==> config.mk <==
export PLATFORM = sky130hd
export DESIGN_NAME = rounded_rect_corner_mask_top
export DESIGN_NICKNAME = d
export VERILOG_FILES = /design/src/design/rrcm_pkg.sv /design/src/design/rrcm_root_cell.sv /design/src/design/rrcm_front.sv /design/src/design/rounded_rect_corner_mask_top.sv
export SDC_FILE = /design/constraint.sdc
export NUM_CORES = 2
export LEC_CHECK = 0
export BUFFER_PORTS_ARGS = -buffer_cell sky130_fd_sc_hd__buf_2
export CORE_ASPECT_RATIO = 1.2
export CORE_MARGIN = 2
export CORE_UTILIZATION = 45
export DETAILED_ROUTE_END_ITERATION = 7
export PLACE_DENSITY = 0.63
export SYNTH_ARGS = -nofsm -noshare
export SYNTH_HDL_FRONTEND = slang
export SYNTH_SLANG_ARGS = --single-unit
==> constraint.sdc <==
create_clock -name clk_i -period 12.4 [get_ports clk_i]
set_clock_uncertainty 0.05 [all_clocks]
set_input_delay 1.24 -clock clk_i [delete_from_list [all_inputs] [get_ports clk_i]]
set_output_delay 1.24 -clock clk_i [all_outputs]
set_load 0.02 [all_outputs]
==> src/design/rrcm_pkg.sv <==
package rrcm_pkg;

  localparam int CoordBits     = 12;
  localparam int RadiusBitsDef = 8;
  localparam int FracBits      = 8;
  localparam int FracOne       = 256;
  localparam int ChanBits      = 8;
  localparam int CfgIdxBits    = 3;
  localparam int CfgDataBits   = 16;

  localparam int WidthReset  = 64;
  localparam int HeightReset = 64;
  localparam int RadiusReset = 16;

  typedef enum logic [CfgIdxBits-1:0] {
    CfgFrameWidth  = 3'd0,
    CfgFrameHeight = 3'd1,
    CfgCornerRad   = 3'd2,
    CfgBgRed       = 3'd3,
    CfgBgGreen     = 3'd4,
    CfgBgBlue      = 3'd5
  } cfg_reg_e;

  typedef struct packed {
    logic [CoordBits-1:0] pixel_x;
    logic [CoordBits-1:0] pixel_y;
  } pixel_t;

  typedef struct packed {
    logic [ChanBits-1:0] out_red;
    logic [ChanBits-1:0] out_green;
    logic [ChanBits-1:0] out_blue;
    logic                is_transparent;
  } result_t;

  // per-pixel control traveling beside the root chain
  typedef struct packed {
    logic valid;
    logic transp;
    logic ring;
  } side_t;

endpackage

==> src/design/rrcm_root_cell.sv <==
module rrcm_root_cell #(
  parameter int ROOT_BITS = rrcm_pkg::RadiusBitsDef + rrcm_pkg::FracBits
) (
  input  logic                   clk_i,
  input  logic                   rst_ni,
  input  rrcm_pkg::side_t        side_i,
  input  logic [2*ROOT_BITS-1:0] rad_i,
  input  logic [ROOT_BITS+1:0]   rem_i,
  input  logic [ROOT_BITS-1:0]   root_i,
  output rrcm_pkg::side_t        side_o,
  output logic [2*ROOT_BITS-1:0] rad_o,
  output logic [ROOT_BITS+1:0]   rem_o,
  output logic [ROOT_BITS-1:0]   root_o
);

  logic [ROOT_BITS+1:0] cur;
  logic [ROOT_BITS+1:0] trial;
  logic                 take;
  logic [ROOT_BITS+1:0] rem_d;
  logic [ROOT_BITS-1:0] root_d;
  logic [2*ROOT_BITS-1:0] rad_d;

  // one root digit per cell
  always_comb begin
    cur    = {rem_i[ROOT_BITS-1:0], rad_i[2*ROOT_BITS-1 -: 2]};
    trial  = {root_i, 2'b01};
    take   = (cur >= trial);
    rem_d  = take ? (cur - trial) : cur;
    root_d = {root_i[ROOT_BITS-2:0], take};
    rad_d  = {rad_i[2*ROOT_BITS-3:0], 2'b00};
  end

  always_ff @(posedge clk_i or negedge rst_ni) begin
    if (!rst_ni) begin
      side_o <= '0;
    end else begin
      side_o <= side_i;
    end
  end

  always_ff @(posedge clk_i) begin
    rad_o  <= rad_d;
    rem_o  <= rem_d;
    root_o <= root_d;
  end

endmodule

==> src/design/rrcm_front.sv <==
module rrcm_front #(
  parameter int RADIUS_BITS = rrcm_pkg::RadiusBitsDef
) (
  input  logic                                clk_i,
  input  logic                                rst_ni,
  input  logic                                accept_i,
  input  rrcm_pkg::pixel_t                    pixel_i,
  input  logic [rrcm_pkg::CoordBits-1:0]      frame_width_i,
  input  logic [rrcm_pkg::CoordBits-1:0]      frame_height_i,
  input  logic [RADIUS_BITS-1:0]              corner_radius_i,
  output rrcm_pkg::side_t                     side_o,
  output logic [2*(RADIUS_BITS+rrcm_pkg::FracBits)-1:0] rad_o
);

  localparam int CB  = rrcm_pkg::CoordBits;
  localparam int RB  = RADIUS_BITS;
  localparam int SW  = ((CB > RB) ? CB : RB) + 2;
  localparam int D2W = 2 * SW;

  logic signed [SW-1:0] xs, ys, ws, hs, rs;
  logic signed [SW-1:0] wr, hr;
  logic signed [SW-1:0] cx, cy;
  logic                 corner_d;
  logic signed [SW-1:0] dx_d, dy_d;

  logic                 v1_q, corner1_q;
  logic signed [SW-1:0] dx1_q, dy1_q;

  logic signed [D2W-1:0] sqx_full, sqy_full;
  logic                  v2_q, corner2_q;
  logic [D2W-1:0]        sqx2_q, sqy2_q;

  logic [RB-1:0]   rm1;
  logic [2*RB-1:0] rsq_q, rm1sq_q;

  logic [D2W-1:0]  d2;
  rrcm_pkg::side_t side_d;

  // corner tests, first hit wins
  always_comb begin
    xs = $signed({{(SW-CB){1'b0}}, pixel_i.pixel_x});
    ys = $signed({{(SW-CB){1'b0}}, pixel_i.pixel_y});
    ws = $signed({{(SW-CB){1'b0}}, frame_width_i});
    hs = $signed({{(SW-CB){1'b0}}, frame_height_i});
    rs = $signed({{(SW-RB){1'b0}}, corner_radius_i});
    wr = ws - rs;
    hr = hs - rs;
    corner_d = 1'b1;
    cx = rs;
    cy = rs;
    if (xs < rs && ys < rs) begin
      cx = rs;
      cy = rs;
    end else if (xs >= wr && ys < rs) begin
      cx = wr - SW'(1);
      cy = rs;
    end else if (xs < rs && ys >= hr) begin
      cx = rs;
      cy = hr - SW'(1);
    end else if (xs >= wr && ys >= hr) begin
      cx = wr - SW'(1);
      cy = hr - SW'(1);
    end else begin
      corner_d = 1'b0;
    end
    dx_d = xs - cx;
    dy_d = ys - cy;
  end

  assign sqx_full = dx1_q * dx1_q;
  assign sqy_full = dy1_q * dy1_q;

  assign rm1 = (corner_radius_i == '0) ? RB'(1) : (corner_radius_i - RB'(1));

  always_comb begin
    d2 = sqx2_q + sqy2_q;
    side_d.valid  = v2_q;
    side_d.transp = corner2_q && (d2 > D2W'(rsq_q));
    side_d.ring   = corner2_q && (d2 <= D2W'(rsq_q)) && (d2 > D2W'(rm1sq_q));
  end

  always_ff @(posedge clk_i or negedge rst_ni) begin
    if (!rst_ni) begin
      v1_q   <= 1'b0;
      v2_q   <= 1'b0;
      side_o <= '0;
    end else begin
      v1_q   <= accept_i;
      v2_q   <= v1_q;
      side_o <= side_d;
    end
  end

  always_ff @(posedge clk_i) begin
    corner1_q <= corner_d;
    dx1_q     <= dx_d;
    dy1_q     <= dy_d;
    corner2_q <= corner1_q;
    sqx2_q    <= $unsigned(sqx_full);
    sqy2_q    <= $unsigned(sqy_full);
    rsq_q     <= corner_radius_i * corner_radius_i;
    rm1sq_q   <= rm1 * rm1;
    rad_o     <= {d2[2*RB-1:0], {(2*rrcm_pkg::FracBits){1'b0}}};
  end

endmodule

==> src/design/rounded_rect_corner_mask_top.sv <==
// Rounded-rectangle corner mask. One pixel word is taken in every clock while busy stays low
// (it never rises). Its result word shows on result_o with done_o high for one cycle, once
// the pixel has passed the front end, the root chain and the output register, and is taken at
// the edge after that. The depth is set by the fixed-point square root, a chain of RADIUS_BITS
// + 8 cells that each resolve one root bit, behind a three-stage corner and distance front end
// and one output register. Results come out in input order and cannot be held off, so the
// receiver has to take every word in its cycle. Configuration writes are always accepted and
// must only be made while no pixel is in flight.
module rounded_rect_corner_mask_top #(
  parameter int RADIUS_BITS = rrcm_pkg::RadiusBitsDef
) (
  input  logic                                clk_i,
  input  logic                                rst_ni,
  input  logic                                start,
  output logic                                busy,
  input  rrcm_pkg::pixel_t                    pixel_i,
  output logic                                done_o,
  output rrcm_pkg::result_t                   result_o,
  input  logic                                cfg_valid_i,
  output logic                                cfg_ready_o,
  input  logic [rrcm_pkg::CfgIdxBits-1:0]     cfg_index_i,
  input  logic [rrcm_pkg::CfgDataBits-1:0]    cfg_data_i
);

  localparam int CB  = rrcm_pkg::CoordBits;
  localparam int RB  = RADIUS_BITS;
  localparam int N   = RB + rrcm_pkg::FracBits;
  localparam int RW  = N + 2;
  localparam int CHB = rrcm_pkg::ChanBits;

  logic [CB-1:0]  frame_width_q, frame_height_q;
  logic [RB-1:0]  corner_radius_q;
  logic [CHB-1:0] bg_red_q, bg_green_q, bg_blue_q;

  rrcm_pkg::side_t      side_w [N+1];
  logic [2*N-1:0]       rad_w  [N+1];
  logic [N+1:0]         rem_w  [N+1];
  logic [N-1:0]         root_w [N+1];

  rrcm_pkg::side_t      last;
  logic [N-1:0]         root_dist;
  logic signed [RW-1:0] diff;
  logic [8:0]           ratio;
  logic [8:0]           inv;
  logic [16:0]          pr_r, pr_g, pr_b;
  rrcm_pkg::result_t    res_d, res_q;
  logic                 done_q;

  assign busy        = 1'b0;
  assign cfg_ready_o = 1'b1;

  always_ff @(posedge clk_i or negedge rst_ni) begin
    if (!rst_ni) begin
      frame_width_q   <= CB'(rrcm_pkg::WidthReset);
      frame_height_q  <= CB'(rrcm_pkg::HeightReset);
      corner_radius_q <= RB'(rrcm_pkg::RadiusReset);
      bg_red_q        <= '0;
      bg_green_q      <= '0;
      bg_blue_q       <= '0;
    end else if (cfg_valid_i && cfg_ready_o) begin
      case (rrcm_pkg::cfg_reg_e'(cfg_index_i))
        rrcm_pkg::CfgFrameWidth:  frame_width_q   <= cfg_data_i[CB-1:0];
        rrcm_pkg::CfgFrameHeight: frame_height_q  <= cfg_data_i[CB-1:0];
        rrcm_pkg::CfgCornerRad:   corner_radius_q <= cfg_data_i[RB-1:0];
        rrcm_pkg::CfgBgRed:       bg_red_q        <= cfg_data_i[CHB-1:0];
        rrcm_pkg::CfgBgGreen:     bg_green_q      <= cfg_data_i[CHB-1:0];
        rrcm_pkg::CfgBgBlue:      bg_blue_q       <= cfg_data_i[CHB-1:0];
        default: ;
      endcase
    end
  end

  rrcm_front #(
    .RADIUS_BITS(RB)
  ) u_front (
    .clk_i          (clk_i),
    .rst_ni         (rst_ni),
    .accept_i       (start && !busy),
    .pixel_i        (pixel_i),
    .frame_width_i  (frame_width_q),
    .frame_height_i (frame_height_q),
    .corner_radius_i(corner_radius_q),
    .side_o         (side_w[0]),
    .rad_o          (rad_w[0])
  );

  assign rem_w[0]  = '0;
  assign root_w[0] = '0;

  for (genvar i = 0; i < N; i++) begin : g_cell
    rrcm_root_cell #(
      .ROOT_BITS(N)
    ) u_cell (
      .clk_i (clk_i),
      .rst_ni(rst_ni),
      .side_i(side_w[i]),
      .rad_i (rad_w[i]),
      .rem_i (rem_w[i]),
      .root_i(root_w[i]),
      .side_o(side_w[i+1]),
      .rad_o (rad_w[i+1]),
      .rem_o (rem_w[i+1]),
      .root_o(root_w[i+1])
    );
  end

  assign last      = side_w[N];
  assign root_dist = root_w[N];

  // result word: transparent, edge ring shading or plain background
  always_comb begin
    diff = $signed({2'b00, root_dist}) - $signed({2'b00, corner_radius_q, 8'b0})
         + $signed(RW'(rrcm_pkg::FracOne));
    if (diff < 0) begin
      ratio = '0;
    end else if (diff > $signed(RW'(rrcm_pkg::FracOne))) begin
      ratio = 9'(rrcm_pkg::FracOne);
    end else begin
      ratio = diff[8:0];
    end
    inv  = 9'(rrcm_pkg::FracOne) - ratio;
    pr_r = 17'(bg_red_q) * 17'(inv);
    pr_g = 17'(bg_green_q) * 17'(inv);
    pr_b = 17'(bg_blue_q) * 17'(inv);
    if (last.transp) begin
      res_d.out_red        = '0;
      res_d.out_green      = '0;
      res_d.out_blue       = '0;
      res_d.is_transparent = 1'b1;
    end else if (last.ring) begin
      res_d.out_red        = pr_r[15:8];
      res_d.out_green      = pr_g[15:8];
      res_d.out_blue       = pr_b[15:8];
      res_d.is_transparent = 1'b0;
    end else begin
      res_d.out_red        = bg_red_q;
      res_d.out_green      = bg_green_q;
      res_d.out_blue       = bg_blue_q;
      res_d.is_transparent = 1'b0;
    end
  end

  always_ff @(posedge clk_i or negedge rst_ni) begin
    if (!rst_ni) begin
      done_q <= 1'b0;
    end else begin
      done_q <= last.valid;
    end
  end

  always_ff @(posedge clk_i) begin
    res_q <= res_d;
  end

  assign done_o   = done_q;
  assign result_o = res_q;

`ifndef ASSERT_OFF
  a_ring_excl: assert property (@(posedge clk_i) disable iff (!rst_ni)
    last.valid |-> !(last.ring && last.transp))
    else $error("ring and transparent flags both set");

  a_ring_dist: assert property (@(posedge clk_i) disable iff (!rst_ni)
    (last.valid && last.ring) |->
      (root_dist <= {corner_radius_q, 8'b0}) &&
      (root_dist >= {corner_radius_q - RB'(1), 8'b0}))
    else $error("edge ring root outside the ring");

  a_transp_word: assert property (@(posedge clk_i) disable iff (!rst_ni)
    (last.valid && last.transp) |=>
      done_o && result_o.is_transparent && result_o.out_red == '0 &&
      result_o.out_green == '0 && result_o.out_blue == '0)
    else $error("transparent word carries color");
`endif

endmodule

==> results.json <==
{
  "synth_top_area_share_pct": 22.13,
  "critPathKind": "reg -> reg",
  "start_util_pct": 45.30,
  "first_pass_iters": 5,
  "slowest_stage": "dfstp_2",
  "drc_errors": 0,
  "synth.area.mux_share_pct": 2.243,
  "worst_ep_arrival_time_ns": 9.66,
  "synth-warning-count": 0,
  "synth_area_leaders": "dfxtp_1 22%, fa_1 21%, ha_1 14%",
  "worst_pin_slew_ns": 1.206,
  "clockRootBuffer": "clkbuf_16",
  "cpPeakStageDelay_ns": 0.69,
  "core_area_sq_mm": 0.1127,
  "ctsHoldBuffers": 0,
  "yosysUniqueCellTypes": 88,
  "num_rows": 135,
  "critPathLaunchType": "flip-flop",
  "pre_cts_slack_ns": 3.266,
  "cts_tree": "done",
  "ys_seq_elements": 674,
  "syn_to_final_growth_pct": 9.143,
  "setup_ws_ns": 3.276,
  "synthAdderAreaFrac_pct": 35.06,
  "ys_seq_area_share_pct": 27.53,
  "grt_use_total_pct": 18.95,
  "fmax_mhz": 109.6,
  "cap_violations": 0,
  "grt_pass1_wl_um": 180100,
  "drtAntennaViolNets": 0,
  "synth-xor-area-share_pct": 6.024,
  "fillCellCount": 10400,
  "syn_area_per_cell_sq_um": 9.733,
  "worstPathRequired_ns": 12.94,
  "synth_largest_area_cell": "dfxtp_1",
  "post_cts_resized": 0,
  "vias": 34570,
  "grt_max_degree": 75,
  "grt_overflow": 0,
  "design_area_sq_mm": 0.05570,
  "synth_edf_count": 0,
  "dp_hpwl_um": 82130,
  "chipWidth_um": 311.4,
  "clockBufferDepth": 3,
  "tns_ns": 0,
  "clk_latency_ns": 0.68,
  "holdWs_ns": 0.2688,
  "cp_max_fo": 24,
  "die_h_um": 372.9,
  "synthSimpleGateAreaFrac_pct": 13.20,
  "wl_per_cell_um": 15.45,
  "hold_violations": 0,
  "setup_violations": 0,
  "nets": 6451,
  "syn_inst": 5243,
  "clk_pin_slew_worst_paths_ns": 0.07,
  "grt_pass1_vias": 36700,
  "ioPinCount": 75,
  "vias_per_cell": 5.038,
  "postCtsSetupBuffers": 0,
  "slew_headroom_pct": 18.47,
  "cts.sinks": 674,
  "min_period_ns": 9.124,
  "synth_compound_area_share_pct": 8.704,
  "place_area_sq_mm": 0.05308,
  "finalCritPeriodShare_pct": 73.58,
  "slew_violations": 0,
  "ctsHtreeMaxLevel": 3,
  "drive_above_1_share_pct": 6.743,
  "netlist_area_sq_mm": 0.05103,
  "gp_congestion": 0.8361,
  "drt_iter0_drc": 1330,
  "rsz0062_at_grt": "no",
  "numCtsBuffers": 74,
  "synth_top_family_by_area": "adder cells",
  "critPathCaptureType": "flip-flop",
  "synth_ff_type": "dfxtp_1",
  "antenna_found_initial": 6,
  "io_buffer_count": 68,
  "outcome": "complete, no violations",
  "worstHoldPathType": "reg -> reg",
  "dieArea_sq_mm": 0.1161,
  "synthArstFlopShare_pct": 16.32,
  "routed_wl_um": 106000
}
==> logic make-up after synthesis <==
logic type | after synthesis
XOR/XNOR | 351
AND/OR/NAND/NOR | 1314
adder cells (fa/ha/maj) | 1110
other | 2
multiplexers | 103
AO/OA/AOI/OAI | 709
buffers and inverters | 980
flip-flops | 674
==> per-layer routing <==
layer | part of all wire, % | routed length [um] | GRT usage, % | vias up
li1 | - | - | - | 17000
met1 | 42 | 44330 | 22.39 | 16960
met2 | 52 | 55400 | 35.25 | 440
met3 | 3.4 | 3578 | 2.528 | 162
met4 | 2.5 | 2645 | 5.843 | 6
met5 | 0.032 | 34 | 0 | -
==> synthesized netlist by cell type, drive strengths merged (11+ instances only) <==
master and count:
a21oi 213, xnor2 245, a31oi 11, mux2i 22, nor2b 70, nor2 285, ha 577, nand3 43
and2 201, nand4 31, fa 533, or3 24, a21boi 11, o31ai 16, a211oi 11, mux2 81
nor4 33, nand2b 73, clkbuf 118, o21a 50, or4 20, dfxtp 564, inv 851, nand3b 14
dfrtp 107, nand2 314, a21o 98, o21ai 189, and3 81, nor3 72, or2 21, o21bai 51
xor2 106
==> state kept, by name (all words and copies together) (netlist names), 16 cells and up <==
register / count
g_cell.u_cell.rad_o: 56
g_cell.u_cell.rem_o: 217
g_cell.u_cell.root_o: 136
g_cell.u_cell.side_o: 48
result_o: 25
u_front.rad_o: 16
u_front.sqx2_q: 27
u_front.sqy2_q: 27
==> worst paths after layout <==
kind,start,slack [ns],cells past startpoint,to
max,corner_radius_q[4]$_DFFE_PN1P_,3.28,34,result_o[16]$_SDFF_PP0_
min,u_front.corner1_q$_SDFF_PP1_,0.27,0,u_front.corner2_q$_DFF_P_
max reg2reg,corner_radius_q[4]$_DFFE_PN1P_,3.28,34,result_o[16]$_SDFF_PP0_
min reg2reg,u_front.corner1_q$_SDFF_PP1_,0.27,0,u_front.corner2_q$_DFF_P_
max in group asynchronous,rst_ni,10.53,2,u_front.side_o[0]$_DFF_PN0_
min in group asynchronous,rst_ni,0.56,1,g_cell[1].u_cell.side_o[2]$_DFF_PN0_
==> through the flow <==
step	util (%)	cells
2_1_floorplan	-	5244
3_3_place_gp	47.12	6725
3_5_place_dp	47.12	6725
4_1_cts	49.43	6861
5_1_grt	49.43	6861
6_report	49.44	6862
==> area by class of cell <==
type	instances	area, sq um	share of cell area [%]
inverter	855	3209	5.762
antenna	1	2.502	0.004493
sequential	674	14050	25.22
tap	1507	1886	3.385
clock buffer	98	2083	3.740
clock inverter	38	528.0	0.9480
timing repair buffer	99	575.6	1.033
multi-input combinational	3590	33370	59.91
==> layout by cell type (no fill, tap or decap), types with 10 or more instances in the layout <==
master / count
nand2_1: 314
clkbuf_1: 11
nand3b_1: 14
nor4_1: 32
and2_1: 200
nand4_1: 31
xor2_1: 106
xnor2_1: 243
buf_2: 67
nor2b_1: 70
dfrtp_1: 107
ha_1: 577
or3_1: 24
and3_1: 81
nor2_1: 284
clkbuf_8: 12
a211oi_1: 11
o21bai_1: 51
inv_1: 850
fa_1: 533
nand3_1: 43
a21boi_0: 11
clkinv_2: 10
mux2i_1: 21
o21ai_0: 185
mux2_2: 81
buf_4: 32
o21a_1: 50
clkbuf_16: 75
nand2b_1: 73
or4_1: 20
dfxtp_1: 564
a21o_1: 98
or2_2: 20
nor3_1: 67
a31oi_1: 10
o31ai_1: 15
a21oi_1: 210
==> worst max-delay path: cells and delay by family (launching register included) <==
kind	cells	cell delay (ns)
buffers and inverters	7	1.06
multiplexers	1	0.44
AND/OR/NAND/NOR	9	1.28
AO/OA/AOI/OAI	9	2.22
XOR/XNOR	1	0.17
flip-flops	1	0.69
adder cells (fa/ha/maj)	7	3.11
Power is not shown: default switching activity piles up to over one toggle a cycle in this logic, so the estimate is an artifact.
